`src/hw/rtl/hrhs_pkg.sv`:
```
// shared types, constants and pattern tables of the response header scanner
`timescale 1ns / 1ps

package hrhs_pkg;

    localparam int COUNT_WIDTH_DEF = 16;
    localparam int WIN_LEN         = 12;
    localparam int NAME_LEN        = 10;
    localparam int CAP_WIDTH       = 16;
    localparam logic [CAP_WIDTH-1:0] CAP_RESET = 16'd4096;

    // item kinds
    localparam logic [1:0] KIND_BYTE  = 2'd0;
    localparam logic [1:0] KIND_START = 2'd1;
    localparam logic [1:0] KIND_PEER  = 2'd2;

    // characters
    localparam logic [7:0] CH_CR    = 8'h0d;
    localparam logic [7:0] CH_LF    = 8'h0a;
    localparam logic [7:0] CH_COLON = 8'h3a;
    localparam logic [7:0] CH_TAB   = 8'h09;
    localparam logic [7:0] CH_SPACE = 8'h20;
    localparam logic [7:0] CH_C     = 8'h63;
    localparam logic [7:0] CH_L     = 8'h6c;
    localparam logic [7:0] CH_O     = 8'h6f;
    localparam logic [7:0] CH_S     = 8'h73;
    localparam logic [7:0] CH_E     = 8'h65;
    localparam logic [7:0] CASE_BIT = 8'h20;

    // value scan phases after the header name
    localparam logic [2:0] PH_IDLE  = 3'd0;
    localparam logic [2:0] PH_BLANK = 3'd1;
    localparam logic [2:0] PH_C     = 3'd2;
    localparam logic [2:0] PH_CL    = 3'd3;
    localparam logic [2:0] PH_CLO   = 3'd4;
    localparam logic [2:0] PH_CLOS  = 3'd5;

    // header name, oldest byte first; first ten compared case-folded
    localparam logic [7:0] NAME_PAT [WIN_LEN] = '{
        8'h63, 8'h6f, 8'h6e, 8'h6e, 8'h65, 8'h63, 8'h74, 8'h69, 8'h6f, 8'h6e,
        CH_COLON, CH_SPACE
    };

    // blank line terminator sits in the last four window positions
    localparam logic [7:0] TERM_PAT [WIN_LEN] = '{
        8'h00, 8'h00, 8'h00, 8'h00, 8'h00, 8'h00, 8'h00, 8'h00,
        CH_CR, CH_LF, CH_CR, CH_LF
    };
    localparam int TERM_FIRST = 8;

    typedef struct packed {
        logic shift;
        logic clear;
    } t_cell_ctl;

    typedef struct packed {
        logic        body_valid;
        logic [7:0]  body_out;
        logic        header_finished;
        logic        close_requested;
        logic        output_full;
        logic [15:0] body_length;
    } t_result;

endpackage

```
`src/hw/rtl/hrhs_if.sv`:
```
// stream interfaces for received items and scan results
`timescale 1ns / 1ps

interface hrhs_in_if;
    logic       valid;
    logic       ready;
    logic [1:0] kind;
    logic [7:0] rx_byte;

    modport source (output valid, output kind, output rx_byte, input ready);
    modport sink   (input valid, input kind, input rx_byte, output ready);
endinterface

interface hrhs_out_if;
    logic        valid;
    logic        ready;
    logic        body_valid;
    logic [7:0]  body_out;
    logic        header_finished;
    logic        close_requested;
    logic        output_full;
    logic [15:0] body_length;

    modport source (output valid, output body_valid, output body_out,
                    output header_finished, output close_requested,
                    output output_full, output body_length, input ready);
    modport sink   (input valid, input body_valid, input body_out,
                    input header_finished, input close_requested,
                    input output_full, input body_length, output ready);
endinterface

```
`src/hw/rtl/hrhs_win_cell.sv`:
```
// one byte of the header history window with its pattern compares
`timescale 1ns / 1ps

module hrhs_win_cell #(
    parameter logic [7:0] P_NAME = 8'h00,
    parameter bit         P_FOLD = 1'b0,
    parameter logic [7:0] P_TERM = 8'h00
) (
    input  logic                i_clk,
    input  logic                i_rst_n,
    input  hrhs_pkg::t_cell_ctl i_ctl,
    input  logic [7:0]          i_d,
    output logic [7:0]          o_q,
    output logic                o_name_hit,
    output logic                o_term_hit
);

    logic [7:0] r_byte;
    logic [7:0] n_byte;

    always_comb begin
        n_byte = r_byte;
        if (i_ctl.clear) begin
            n_byte = '0;
        end else if (i_ctl.shift) begin
            n_byte = i_d;
        end
    end

    always_ff @(posedge i_clk) begin
        if (!i_rst_n) begin
            r_byte <= '0;
        end else begin
            r_byte <= n_byte;
        end
    end

    // hits look at the byte this cell takes on the next shift
    assign o_name_hit = P_FOLD ? ((i_d | hrhs_pkg::CASE_BIT) == P_NAME) : (i_d == P_NAME);
    assign o_term_hit = (i_d == P_TERM);
    assign o_q        = r_byte;

endmodule

```
`src/hw/rtl/http_response_header_scanner_core.sv`:
```
// top level of the http response header scanner
`timescale 1ns / 1ps

// channel   | direction | handshake     | payload
// i_in      | in        | valid / ready | kind, rx_byte
// o_out     | out       | valid / ready | body_valid, body_out, header_finished,
//           |           |               | close_requested, output_full, body_length
// i_cfg_*   | in        | write enable  | body_capacity (16 bit)
//
// one item per cycle while ready is high; the window compare and phase update are
// combinational, and the result is registered into the main or the skid entry.
// a two-entry output buffer (main + skid) keeps input flowing while a result
// waits; ready drops only when both entries are full.
// i_rst_n is synchronous, active low; clears all but r_main/r_skid; capacity 4096.
module http_response_header_scanner_core #(
    parameter int COUNT_WIDTH = hrhs_pkg::COUNT_WIDTH_DEF
) (
    input  logic              i_clk,
    input  logic              i_rst_n,
    hrhs_in_if.sink           i_in,
    hrhs_out_if.source        o_out,
    input  logic              i_cfg_we,
    input  logic [15:0]       i_cfg_wdata
);

    localparam int WL = hrhs_pkg::WIN_LEN;
    // wide enough for count, capacity and the +1 without wrapping
    localparam int LW = ((COUNT_WIDTH > hrhs_pkg::CAP_WIDTH) ? COUNT_WIDTH
                                                           : hrhs_pkg::CAP_WIDTH) + 1;

    // ---------------------------------------------------------------------
    // state
    // ---------------------------------------------------------------------
    logic [15:0]            r_cap;
    logic                   r_in_body, n_in_body;
    logic [2:0]             r_phase, n_phase;
    logic                   r_close, n_close;
    logic [COUNT_WIDTH-1:0] r_count, n_count;
    logic                   r_full, n_full;

    // output buffer
    hrhs_pkg::t_result      r_main, r_skid, n_res;
    logic                   r_main_v, r_skid_v;

    logic                   accept, pop;
    logic                   is_byte, is_start, is_peer;
    logic                   hdr_byte;
    logic [7:0]             b;

    assign i_in.ready = !r_skid_v;
    assign accept     = i_in.valid && i_in.ready;
    assign pop        = r_main_v && o_out.ready;
    assign b          = i_in.rx_byte;
    assign is_byte    = (i_in.kind == hrhs_pkg::KIND_BYTE);
    assign is_start   = (i_in.kind == hrhs_pkg::KIND_START);
    assign is_peer    = (i_in.kind == hrhs_pkg::KIND_PEER);
    assign hdr_byte   = accept && is_byte && !r_in_body;

    // ---------------------------------------------------------------------
    // history window: chain of cells, newest byte enters at the top end
    // ---------------------------------------------------------------------
    hrhs_pkg::t_cell_ctl cell_ctl;
    logic [7:0]          win_q    [WL];
    logic [7:0]          win_d    [WL];
    logic [WL-1:0]       name_hit;
    logic [WL-1:0]       term_hit;
    logic                name_match, term_match;

    assign cell_ctl.shift = hdr_byte;
    assign cell_ctl.clear = accept && is_start;

    genvar k;
    generate
        for (k = 0; k < WL; k++) begin : g_cell
            if (k == WL - 1) begin : g_head
                assign win_d[k] = b;
            end else begin : g_link
                assign win_d[k] = win_q[k+1];
            end
            hrhs_win_cell #(
                .P_NAME (hrhs_pkg::NAME_PAT[k]),
                .P_FOLD (k < hrhs_pkg::NAME_LEN),
                .P_TERM (hrhs_pkg::TERM_PAT[k])
            ) u_cell (
                .i_clk      (i_clk),
                .i_rst_n    (i_rst_n),
                .i_ctl      (cell_ctl),
                .i_d        (win_d[k]),
                .o_q        (win_q[k]),
                .o_name_hit (name_hit[k]),
                .o_term_hit (term_hit[k])
            );
        end
    endgenerate

    // both checks look at the window as it stands after this byte
    assign name_match = &name_hit;
    assign term_match = &term_hit[WL-1:hrhs_pkg::TERM_FIRST];

    // ---------------------------------------------------------------------
    // body limit checks
    // ---------------------------------------------------------------------
    logic [COUNT_WIDTH-1:0] cnt_inc;
    logic                   lim_now, lim_after;

    assign cnt_inc   = r_count + COUNT_WIDTH'(1);
    assign lim_now   = ((LW'(r_count) + LW'(1)) >= LW'(r_cap)) || (&r_count);
    assign lim_after = ((LW'(cnt_inc) + LW'(1)) >= LW'(r_cap)) || (&cnt_inc);

    // ---------------------------------------------------------------------
    // next state and result
    // ---------------------------------------------------------------------
    logic       pass;
    logic [2:0] scan_phase;

    // close value scan on a header byte, before the window check overrides it
    always_comb begin
        scan_phase = hrhs_pkg::PH_IDLE;
        n_close    = r_close;
        case (r_phase)
            hrhs_pkg::PH_BLANK: begin
                if (b == hrhs_pkg::CH_SPACE || b == hrhs_pkg::CH_TAB) begin
                    scan_phase = hrhs_pkg::PH_BLANK;
                end else if (b == hrhs_pkg::CH_C) begin
                    scan_phase = hrhs_pkg::PH_C;
                end
            end
            hrhs_pkg::PH_C: begin
                if (b == hrhs_pkg::CH_L) scan_phase = hrhs_pkg::PH_CL;
            end
            hrhs_pkg::PH_CL: begin
                if (b == hrhs_pkg::CH_O) scan_phase = hrhs_pkg::PH_CLO;
            end
            hrhs_pkg::PH_CLO: begin
                if (b == hrhs_pkg::CH_S) scan_phase = hrhs_pkg::PH_CLOS;
            end
            hrhs_pkg::PH_CLOS: begin
                if (b == hrhs_pkg::CH_E) n_close = 1'b1;
            end
            default: begin
                scan_phase = hrhs_pkg::PH_IDLE;
            end
        endcase
        if (!hdr_byte) begin
            n_close = r_close;
        end
        if (accept && is_peer) begin
            n_close = 1'b1;
        end
        if (accept && is_start) begin
            n_close = 1'b0;
        end
    end

    always_comb begin
        n_in_body = r_in_body;
        n_phase   = r_phase;
        n_count   = r_count;
        n_full    = r_full;
        pass      = 1'b0;
        if (accept && is_start) begin
            n_in_body = 1'b0;
            n_phase   = hrhs_pkg::PH_IDLE;
            n_count   = '0;
            n_full    = 1'b0;
        end else if (hdr_byte) begin
            n_phase = scan_phase;
            if (name_match) n_phase = hrhs_pkg::PH_BLANK;
            if (term_match) begin
                n_in_body = 1'b1;
                n_phase   = hrhs_pkg::PH_IDLE;
            end
        end else if (accept && is_byte) begin
            // body byte: drop once full or at the limit, else pass it on
            if (r_full || lim_now) begin
                n_full = 1'b1;
            end else begin
                pass    = 1'b1;
                n_count = cnt_inc;
                n_full  = lim_after;
            end
        end
    end

    logic [LW-1:0] count_ext;
    assign count_ext = LW'(n_count);

    always_comb begin
        n_res.body_valid      = pass;
        n_res.body_out        = pass ? b : 8'h00;
        n_res.header_finished = n_in_body;
        n_res.close_requested = n_close;
        n_res.output_full     = n_full;
        n_res.body_length     = count_ext[15:0];
    end

    always_ff @(posedge i_clk) begin
        if (!i_rst_n) begin
            r_cap     <= hrhs_pkg::CAP_RESET;
            r_in_body <= 1'b0;
            r_phase   <= hrhs_pkg::PH_IDLE;
            r_close   <= 1'b0;
            r_count   <= '0;
            r_full    <= 1'b0;
        end else begin
            if (i_cfg_we) r_cap <= i_cfg_wdata;
            r_in_body <= n_in_body;
            r_phase   <= n_phase;
            r_close   <= n_close;
            r_count   <= n_count;
            r_full    <= n_full;
        end
    end

    // ---------------------------------------------------------------------
    // output buffer: main register feeds the port, skid catches one more
    // ---------------------------------------------------------------------
    always_ff @(posedge i_clk) begin
        if (!i_rst_n) begin
            r_main_v <= 1'b0;
            r_skid_v <= 1'b0;
        end else if (!r_main_v || pop) begin
            r_main_v <= r_skid_v || accept;
            r_skid_v <= 1'b0;
        end else if (accept) begin
            r_skid_v <= 1'b1;
        end
    end

    always_ff @(posedge i_clk) begin
        if (!r_main_v || pop) begin
            r_main <= r_skid_v ? r_skid : n_res;
        end
        if (accept) begin
            r_skid <= n_res;
        end
    end

    assign o_out.valid           = r_main_v;
    assign o_out.body_valid      = r_main.body_valid;
    assign o_out.body_out        = r_main.body_out;
    assign o_out.header_finished = r_main.header_finished;
    assign o_out.close_requested = r_main.close_requested;
    assign o_out.output_full     = r_main.output_full;
    assign o_out.body_length     = r_main.body_length;

    // ---------------------------------------------------------------------
    // assertions
    // ---------------------------------------------------------------------
    a_skid_behind_main: assert property (@(posedge i_clk) disable iff (!i_rst_n)
        r_skid_v |-> r_main_v)
        else $error("skid entry holds a result while main register is empty");

    a_start_clears: assert property (@(posedge i_clk) disable iff (!i_rst_n)
        (accept && is_start) |=> (r_count == '0 && !r_in_body && !r_full && !r_close))
        else $error("start transfer left scanner state behind");

    a_pass_in_body: assert property (@(posedge i_clk) disable iff (!i_rst_n)
        pass |-> (r_in_body && !r_full && !lim_now))
        else $error("body byte passed outside body or past the limit");

    a_full_sticky: assert property (@(posedge i_clk) disable iff (!i_rst_n)
        $fell(r_full) |-> ($past(accept && is_start) || !$past(i_rst_n)))
        else $error("full flag cleared without a start transfer");

endmodule

```
`src/flat_wrapper.sv`:
```
// flat-port wrapper written by rule: the top's interface ports become plain ports
module http_response_header_scanner_core_flat 
#(
    parameter int COUNT_WIDTH = hrhs_pkg::COUNT_WIDTH_DEF
)
  (i_clk, i_rst_n, i_cfg_we, i_cfg_wdata, i_in_valid, i_in_kind, i_in_rx_byte, i_in_ready, o_out_valid, o_out_body_valid, o_out_body_out, o_out_header_finished, o_out_close_requested, o_out_output_full, o_out_body_length, o_out_ready);
  hrhs_in_if i_in_i ();
  hrhs_out_if o_out_i ();
  input  logic i_clk;
  input  logic i_rst_n;
  input  logic i_cfg_we;
  input  logic [15:0] i_cfg_wdata;
  input wire logic [$bits(i_in_i.valid)-1:0] i_in_valid;
  input wire logic [$bits(i_in_i.kind)-1:0] i_in_kind;
  input wire logic [$bits(i_in_i.rx_byte)-1:0] i_in_rx_byte;
  output wire logic [$bits(i_in_i.ready)-1:0] i_in_ready;
  output wire logic [$bits(o_out_i.valid)-1:0] o_out_valid;
  output wire logic [$bits(o_out_i.body_valid)-1:0] o_out_body_valid;
  output wire logic [$bits(o_out_i.body_out)-1:0] o_out_body_out;
  output wire logic [$bits(o_out_i.header_finished)-1:0] o_out_header_finished;
  output wire logic [$bits(o_out_i.close_requested)-1:0] o_out_close_requested;
  output wire logic [$bits(o_out_i.output_full)-1:0] o_out_output_full;
  output wire logic [$bits(o_out_i.body_length)-1:0] o_out_body_length;
  input wire logic [$bits(o_out_i.ready)-1:0] o_out_ready;
  assign i_in_i.valid = i_in_valid;
  assign i_in_i.kind = i_in_kind;
  assign i_in_i.rx_byte = i_in_rx_byte;
  assign i_in_ready = i_in_i.ready;
  assign o_out_valid = o_out_i.valid;
  assign o_out_body_valid = o_out_i.body_valid;
  assign o_out_body_out = o_out_i.body_out;
  assign o_out_header_finished = o_out_i.header_finished;
  assign o_out_close_requested = o_out_i.close_requested;
  assign o_out_output_full = o_out_i.output_full;
  assign o_out_body_length = o_out_i.body_length;
  assign o_out_i.ready = o_out_ready;
  http_response_header_scanner_core #(.COUNT_WIDTH(COUNT_WIDTH)) u_core (.i_clk(i_clk), .i_rst_n(i_rst_n), .i_in(i_in_i), .o_out(o_out_i), .i_cfg_we(i_cfg_we), .i_cfg_wdata(i_cfg_wdata));
endmodule
```
`config.mk`:
```
export PLATFORM = sky130hd
export DESIGN_NAME = http_response_header_scanner_core_flat
export DESIGN_NICKNAME = d
export VERILOG_FILES = /design/src/hw/rtl/hrhs_pkg.sv /design/src/hw/rtl/hrhs_if.sv /design/src/hw/rtl/hrhs_win_cell.sv /design/src/hw/rtl/http_response_header_scanner_core.sv /design/src/flat_wrapper.sv
export SDC_FILE = /design/constraint.sdc
export NUM_CORES = 1
export LEC_CHECK = 0
export ABC_AREA = 1
export CORE_ASPECT_RATIO = 0.5
export CORE_UTILIZATION = 55
export DETAILED_ROUTE_END_ITERATION = 7
export DONT_BUFFER_PORTS = 1
export GPL_TIMING_DRIVEN = 0
export PLACE_DENSITY_LB_ADDON = 0.2
export SETUP_SLACK_MARGIN = 0.4
export SLEW_MARGIN = 10
export SYNTH_ARGS = -nofsm -noshare
export SYNTH_HDL_FRONTEND = slang
export SYNTH_HIERARCHICAL = 1
export SYNTH_SLANG_ARGS = --single-unit
```
`constraint.sdc`:
```
create_clock -name i_clk -period 5.19 [get_ports i_clk]
set_input_delay 1.038 -clock i_clk [delete_from_list [all_inputs] [get_ports i_clk]]
set_output_delay 1.038 -clock i_clk [all_outputs]
set_load 0.01 [all_outputs]
```
==> results.md <==
- Outcome: completed
- First-pass GRT wire length: 33500 um
- Initial DRT Pass Iterations: 5
- Floorplan die area: roughly 17000 um^2
- Non-Filler Instances: around 1.4k
- Post-detail-place hpwl: roughly 14000 um
- Netlist area before placement: 8870 um^2
- Clock sink total: 176
- Crit end category: flip-flop
- Clock slew at reported path FFs: 0.08 ns
- Clock tree from TritonCTS: built
- ANT cells: 0
- Crit path arrival time: 4.10 ns
- Synthesis-to-finish area growth: 9.73%
- Fin worst setup slack: 1.27 ns
- Setup total negative slack: 0 ns
- Final min period: 3.92 ns
- Total vias in the final route: 7385
- Post-route fraction of the period consumed by the critical path: 75.6%
- Number of H-tree branching levels: 4
- Top-level port count: 61
- Maximum vdd ir drop: 0.232 mV
- Routed WL per cell: 14.0 um
- Final Total Pwr: 3.07 mW
- Final standard cell utilization of the core: between 60 and 70%
- Max Fclk: 0.255 GHz
- Largest net degree at the start of global routing: 30
- Final Hold Violating Endpoints: 0
- Number of nets with antenna violations after routing: 0
- Post-Route Hold Slack: 0.463 ns
- Class of the worst hold path: reg2reg
- Number of remaining DRC errors: 0
- Horizontal die dimension: 182 um
- Count of pins over their slew limit: 0
- Post-detailed-placement cell area: 9140 um^2
- Number of I/O port buffers: 0
- Dpl ws: 1.42 ns
- Site row count: 32
- Num CTS Buffers: 17
- Highest fanout seen on the critical path: 7
- Unrepaired setup endpoints after global routing: false
- Power per standard cell area: 316 nW/um^2
- Initial antenna violation count: 0
- Category of the worst setup path launch point: flip-flop
- Number of resized instances in the post-cts repair step: 0
- Actual slew at the worst max-slew pin: 1.02 ns
- Synthesized netlist net count: 1236
- Static leakage power: between 4 and 5 nW
- Number of global-route vias before repair: 7144
- Total Wirelength: 19700 um
- Core Footprint: 15600 um^2
- Syn_area_per_cell: 7.59 um^2
- Number of post-CTS setup repair buffers: 0
- Max-capacitance violation count: 0
- Number of fillers in the final layout: 1351
- Hold-fix buffer count after cts: 0
- Final estimated routing congestion in global placement: approximately 0.95
- Layout cell share with drive strength beyond 1: 8.07%
- Summed area of non-filler cells in the final layout: just under 10000 um^2
- Buffer levels on the longest clock path: 2
- Layout net count: between 1k and 1.5k
- Max_slew headroom: 32.1%
- Placed cells: 1374
- Data required time at the worst endpoint: 5.37 ns
- Initial Util: 57.0%
- Vertical extent of the die: roughly 90 um
- Clock tree root driver cell: sky130_fd_sc_hd__clkbuf_16
- Clk_lat worst skew: 0.43 ns
- Via-per-instance ratio: 5.25
- Number of warnings printed during yosys synthesis: 6
- All-Layer GR Usage: approximately 25%
- Initial DRC Count: about 460
- Critical path start-end classification: reg2reg
- Number of setup violations in the final report: 0
- Cells after synthesis: roughly 1.2k
- Final Skew: 0.0125 ns
- Overflow left after global routing: 0
cell usage in the layout (no fill, tap or decap), types with 5 or more instances in the layout:
cell type / count
sky130_fd_sc_hd__nand3_1: 46
sky130_fd_sc_hd__clkbuf_16: 17
sky130_fd_sc_hd__nor2_2: 7
sky130_fd_sc_hd__a21oi_1: 112
sky130_fd_sc_hd__inv_2: 13
sky130_fd_sc_hd__xor2_1: 12
sky130_fd_sc_hd__nor3_1: 12
sky130_fd_sc_hd__nand4_1: 47
sky130_fd_sc_hd__nor2_1: 107
sky130_fd_sc_hd__nand2_2: 12
sky130_fd_sc_hd__o21ai_0: 33
sky130_fd_sc_hd__clkinv_8: 6
sky130_fd_sc_hd__nand2_1: 364
sky130_fd_sc_hd__nor2_4: 5
sky130_fd_sc_hd__buf_6: 14
sky130_fd_sc_hd__inv_6: 5
sky130_fd_sc_hd__edfxtp_1: 56
sky130_fd_sc_hd__dfxtp_1: 120
sky130_fd_sc_hd__inv_1: 138
sky130_fd_sc_hd__clkbuf_1: 13
sky130_fd_sc_hd__ha_1: 35
sky130_fd_sc_hd__buf_2: 5
routing by layer:
| layer | wire (um) | global-route usage (%) | vias up |
|---|---|---|---|
| met4 | 167 | 6.64 | 0 |
| met3 | 1010 | 5.40 | 19 |
| li1 | - | - | 3819 |
| met1 | 8920 | 31.2 | 3363 |
| met2 | 9590 | 44.3 | 184 |
| met5 | 0 | 0 | - |
cell type report:
class	instances	area, um^2	area share, %
Inverter	153	574	5.90
Clock buffer	18	429	4.41
Clock inverter	14	169	1.73
Buffer	32	235	2.42
Multi-Input combinational cell	809	3990	41.0
Tap cell	204	255	2.62
Sequential cell	176	4080	41.9
final timing paths:
path | from | to | depth (start not counted) | slack, ns
setup / recovery | u_core/r_count[0]$_SDFF_PN0_ | u_core/o_out.output_full$_DFFE_PP_ | 24 | 1.27
hold / removal | u_core/g_cell[1].u_cell/o_q[2]$_SDFFE_PP0P_ | u_core/g_cell[1].u_cell/o_q[2]$_SDFFE_PP0P_ | 2 | 0.46
setup reg to reg | u_core/r_count[0]$_SDFF_PN0_ | u_core/o_out.output_full$_DFFE_PP_ | 24 | 1.27
hold reg to reg | u_core/g_cell[1].u_cell/o_q[2]$_SDFFE_PP0P_ | u_core/g_cell[1].u_cell/o_q[2]$_SDFFE_PP0P_ | 2 | 0.46
worst max-delay path, stage by stage (launching register included):
cell	delay (ns)
sky130_fd_sc_hd__dfxtp_1	0.53
sky130_fd_sc_hd__inv_1	0.20
sky130_fd_sc_hd__ha_1	0.41
sky130_fd_sc_hd__inv_1	0.12
sky130_fd_sc_hd__nand3_1	0.12
sky130_fd_sc_hd__nor2_1	0.15
sky130_fd_sc_hd__nand4_1	0.12
sky130_fd_sc_hd__nor2_1	0.22
sky130_fd_sc_hd__inv_1	0.12
sky130_fd_sc_hd__nor2_1	0.18
sky130_fd_sc_hd__nand2_1	0.10
sky130_fd_sc_hd__xor2_1	0.18
sky130_fd_sc_hd__ha_1	0.26
sky130_fd_sc_hd__nand2_1	0.05
sky130_fd_sc_hd__inv_1	0.05
sky130_fd_sc_hd__nand4_1	0.08
sky130_fd_sc_hd__nor2_1	0.04
sky130_fd_sc_hd__nor2_1	0.09
sky130_fd_sc_hd__nand3_1	0.08
sky130_fd_sc_hd__a21oi_1	0.15
sky130_fd_sc_hd__nand3_2	0.13
sky130_fd_sc_hd__nand2_2	0.10
sky130_fd_sc_hd__nand2_1	0.05
sky130_fd_sc_hd__nand3_1	0.06
sky130_fd_sc_hd__nand2_1	0.07
report_power, final:
group / leakage [nW] / switching, mW / internal, mW
Combinational: 2.27 / 0.193 / 0.0827
Sequential: 1.58 / 0.0398 / 1.48
Clock: 0.285 / 0.625 / 0.649
Total: 4.13 / 0.858 / 2.22
sequential cells by signal, indices dropped and copies added, names as in the netlist, 3 cells and up:
name	count
u_core/r_skid	28
u_core/o_out.body_length	16
u_core/g_cell.u_cell/o_q	80
u_core/r_cap	16
u_core/o_out.body_out	8
u_core/r_count	16
u_core/r_phase	3
Note: power is estimated with default switching activity, not from simulation.
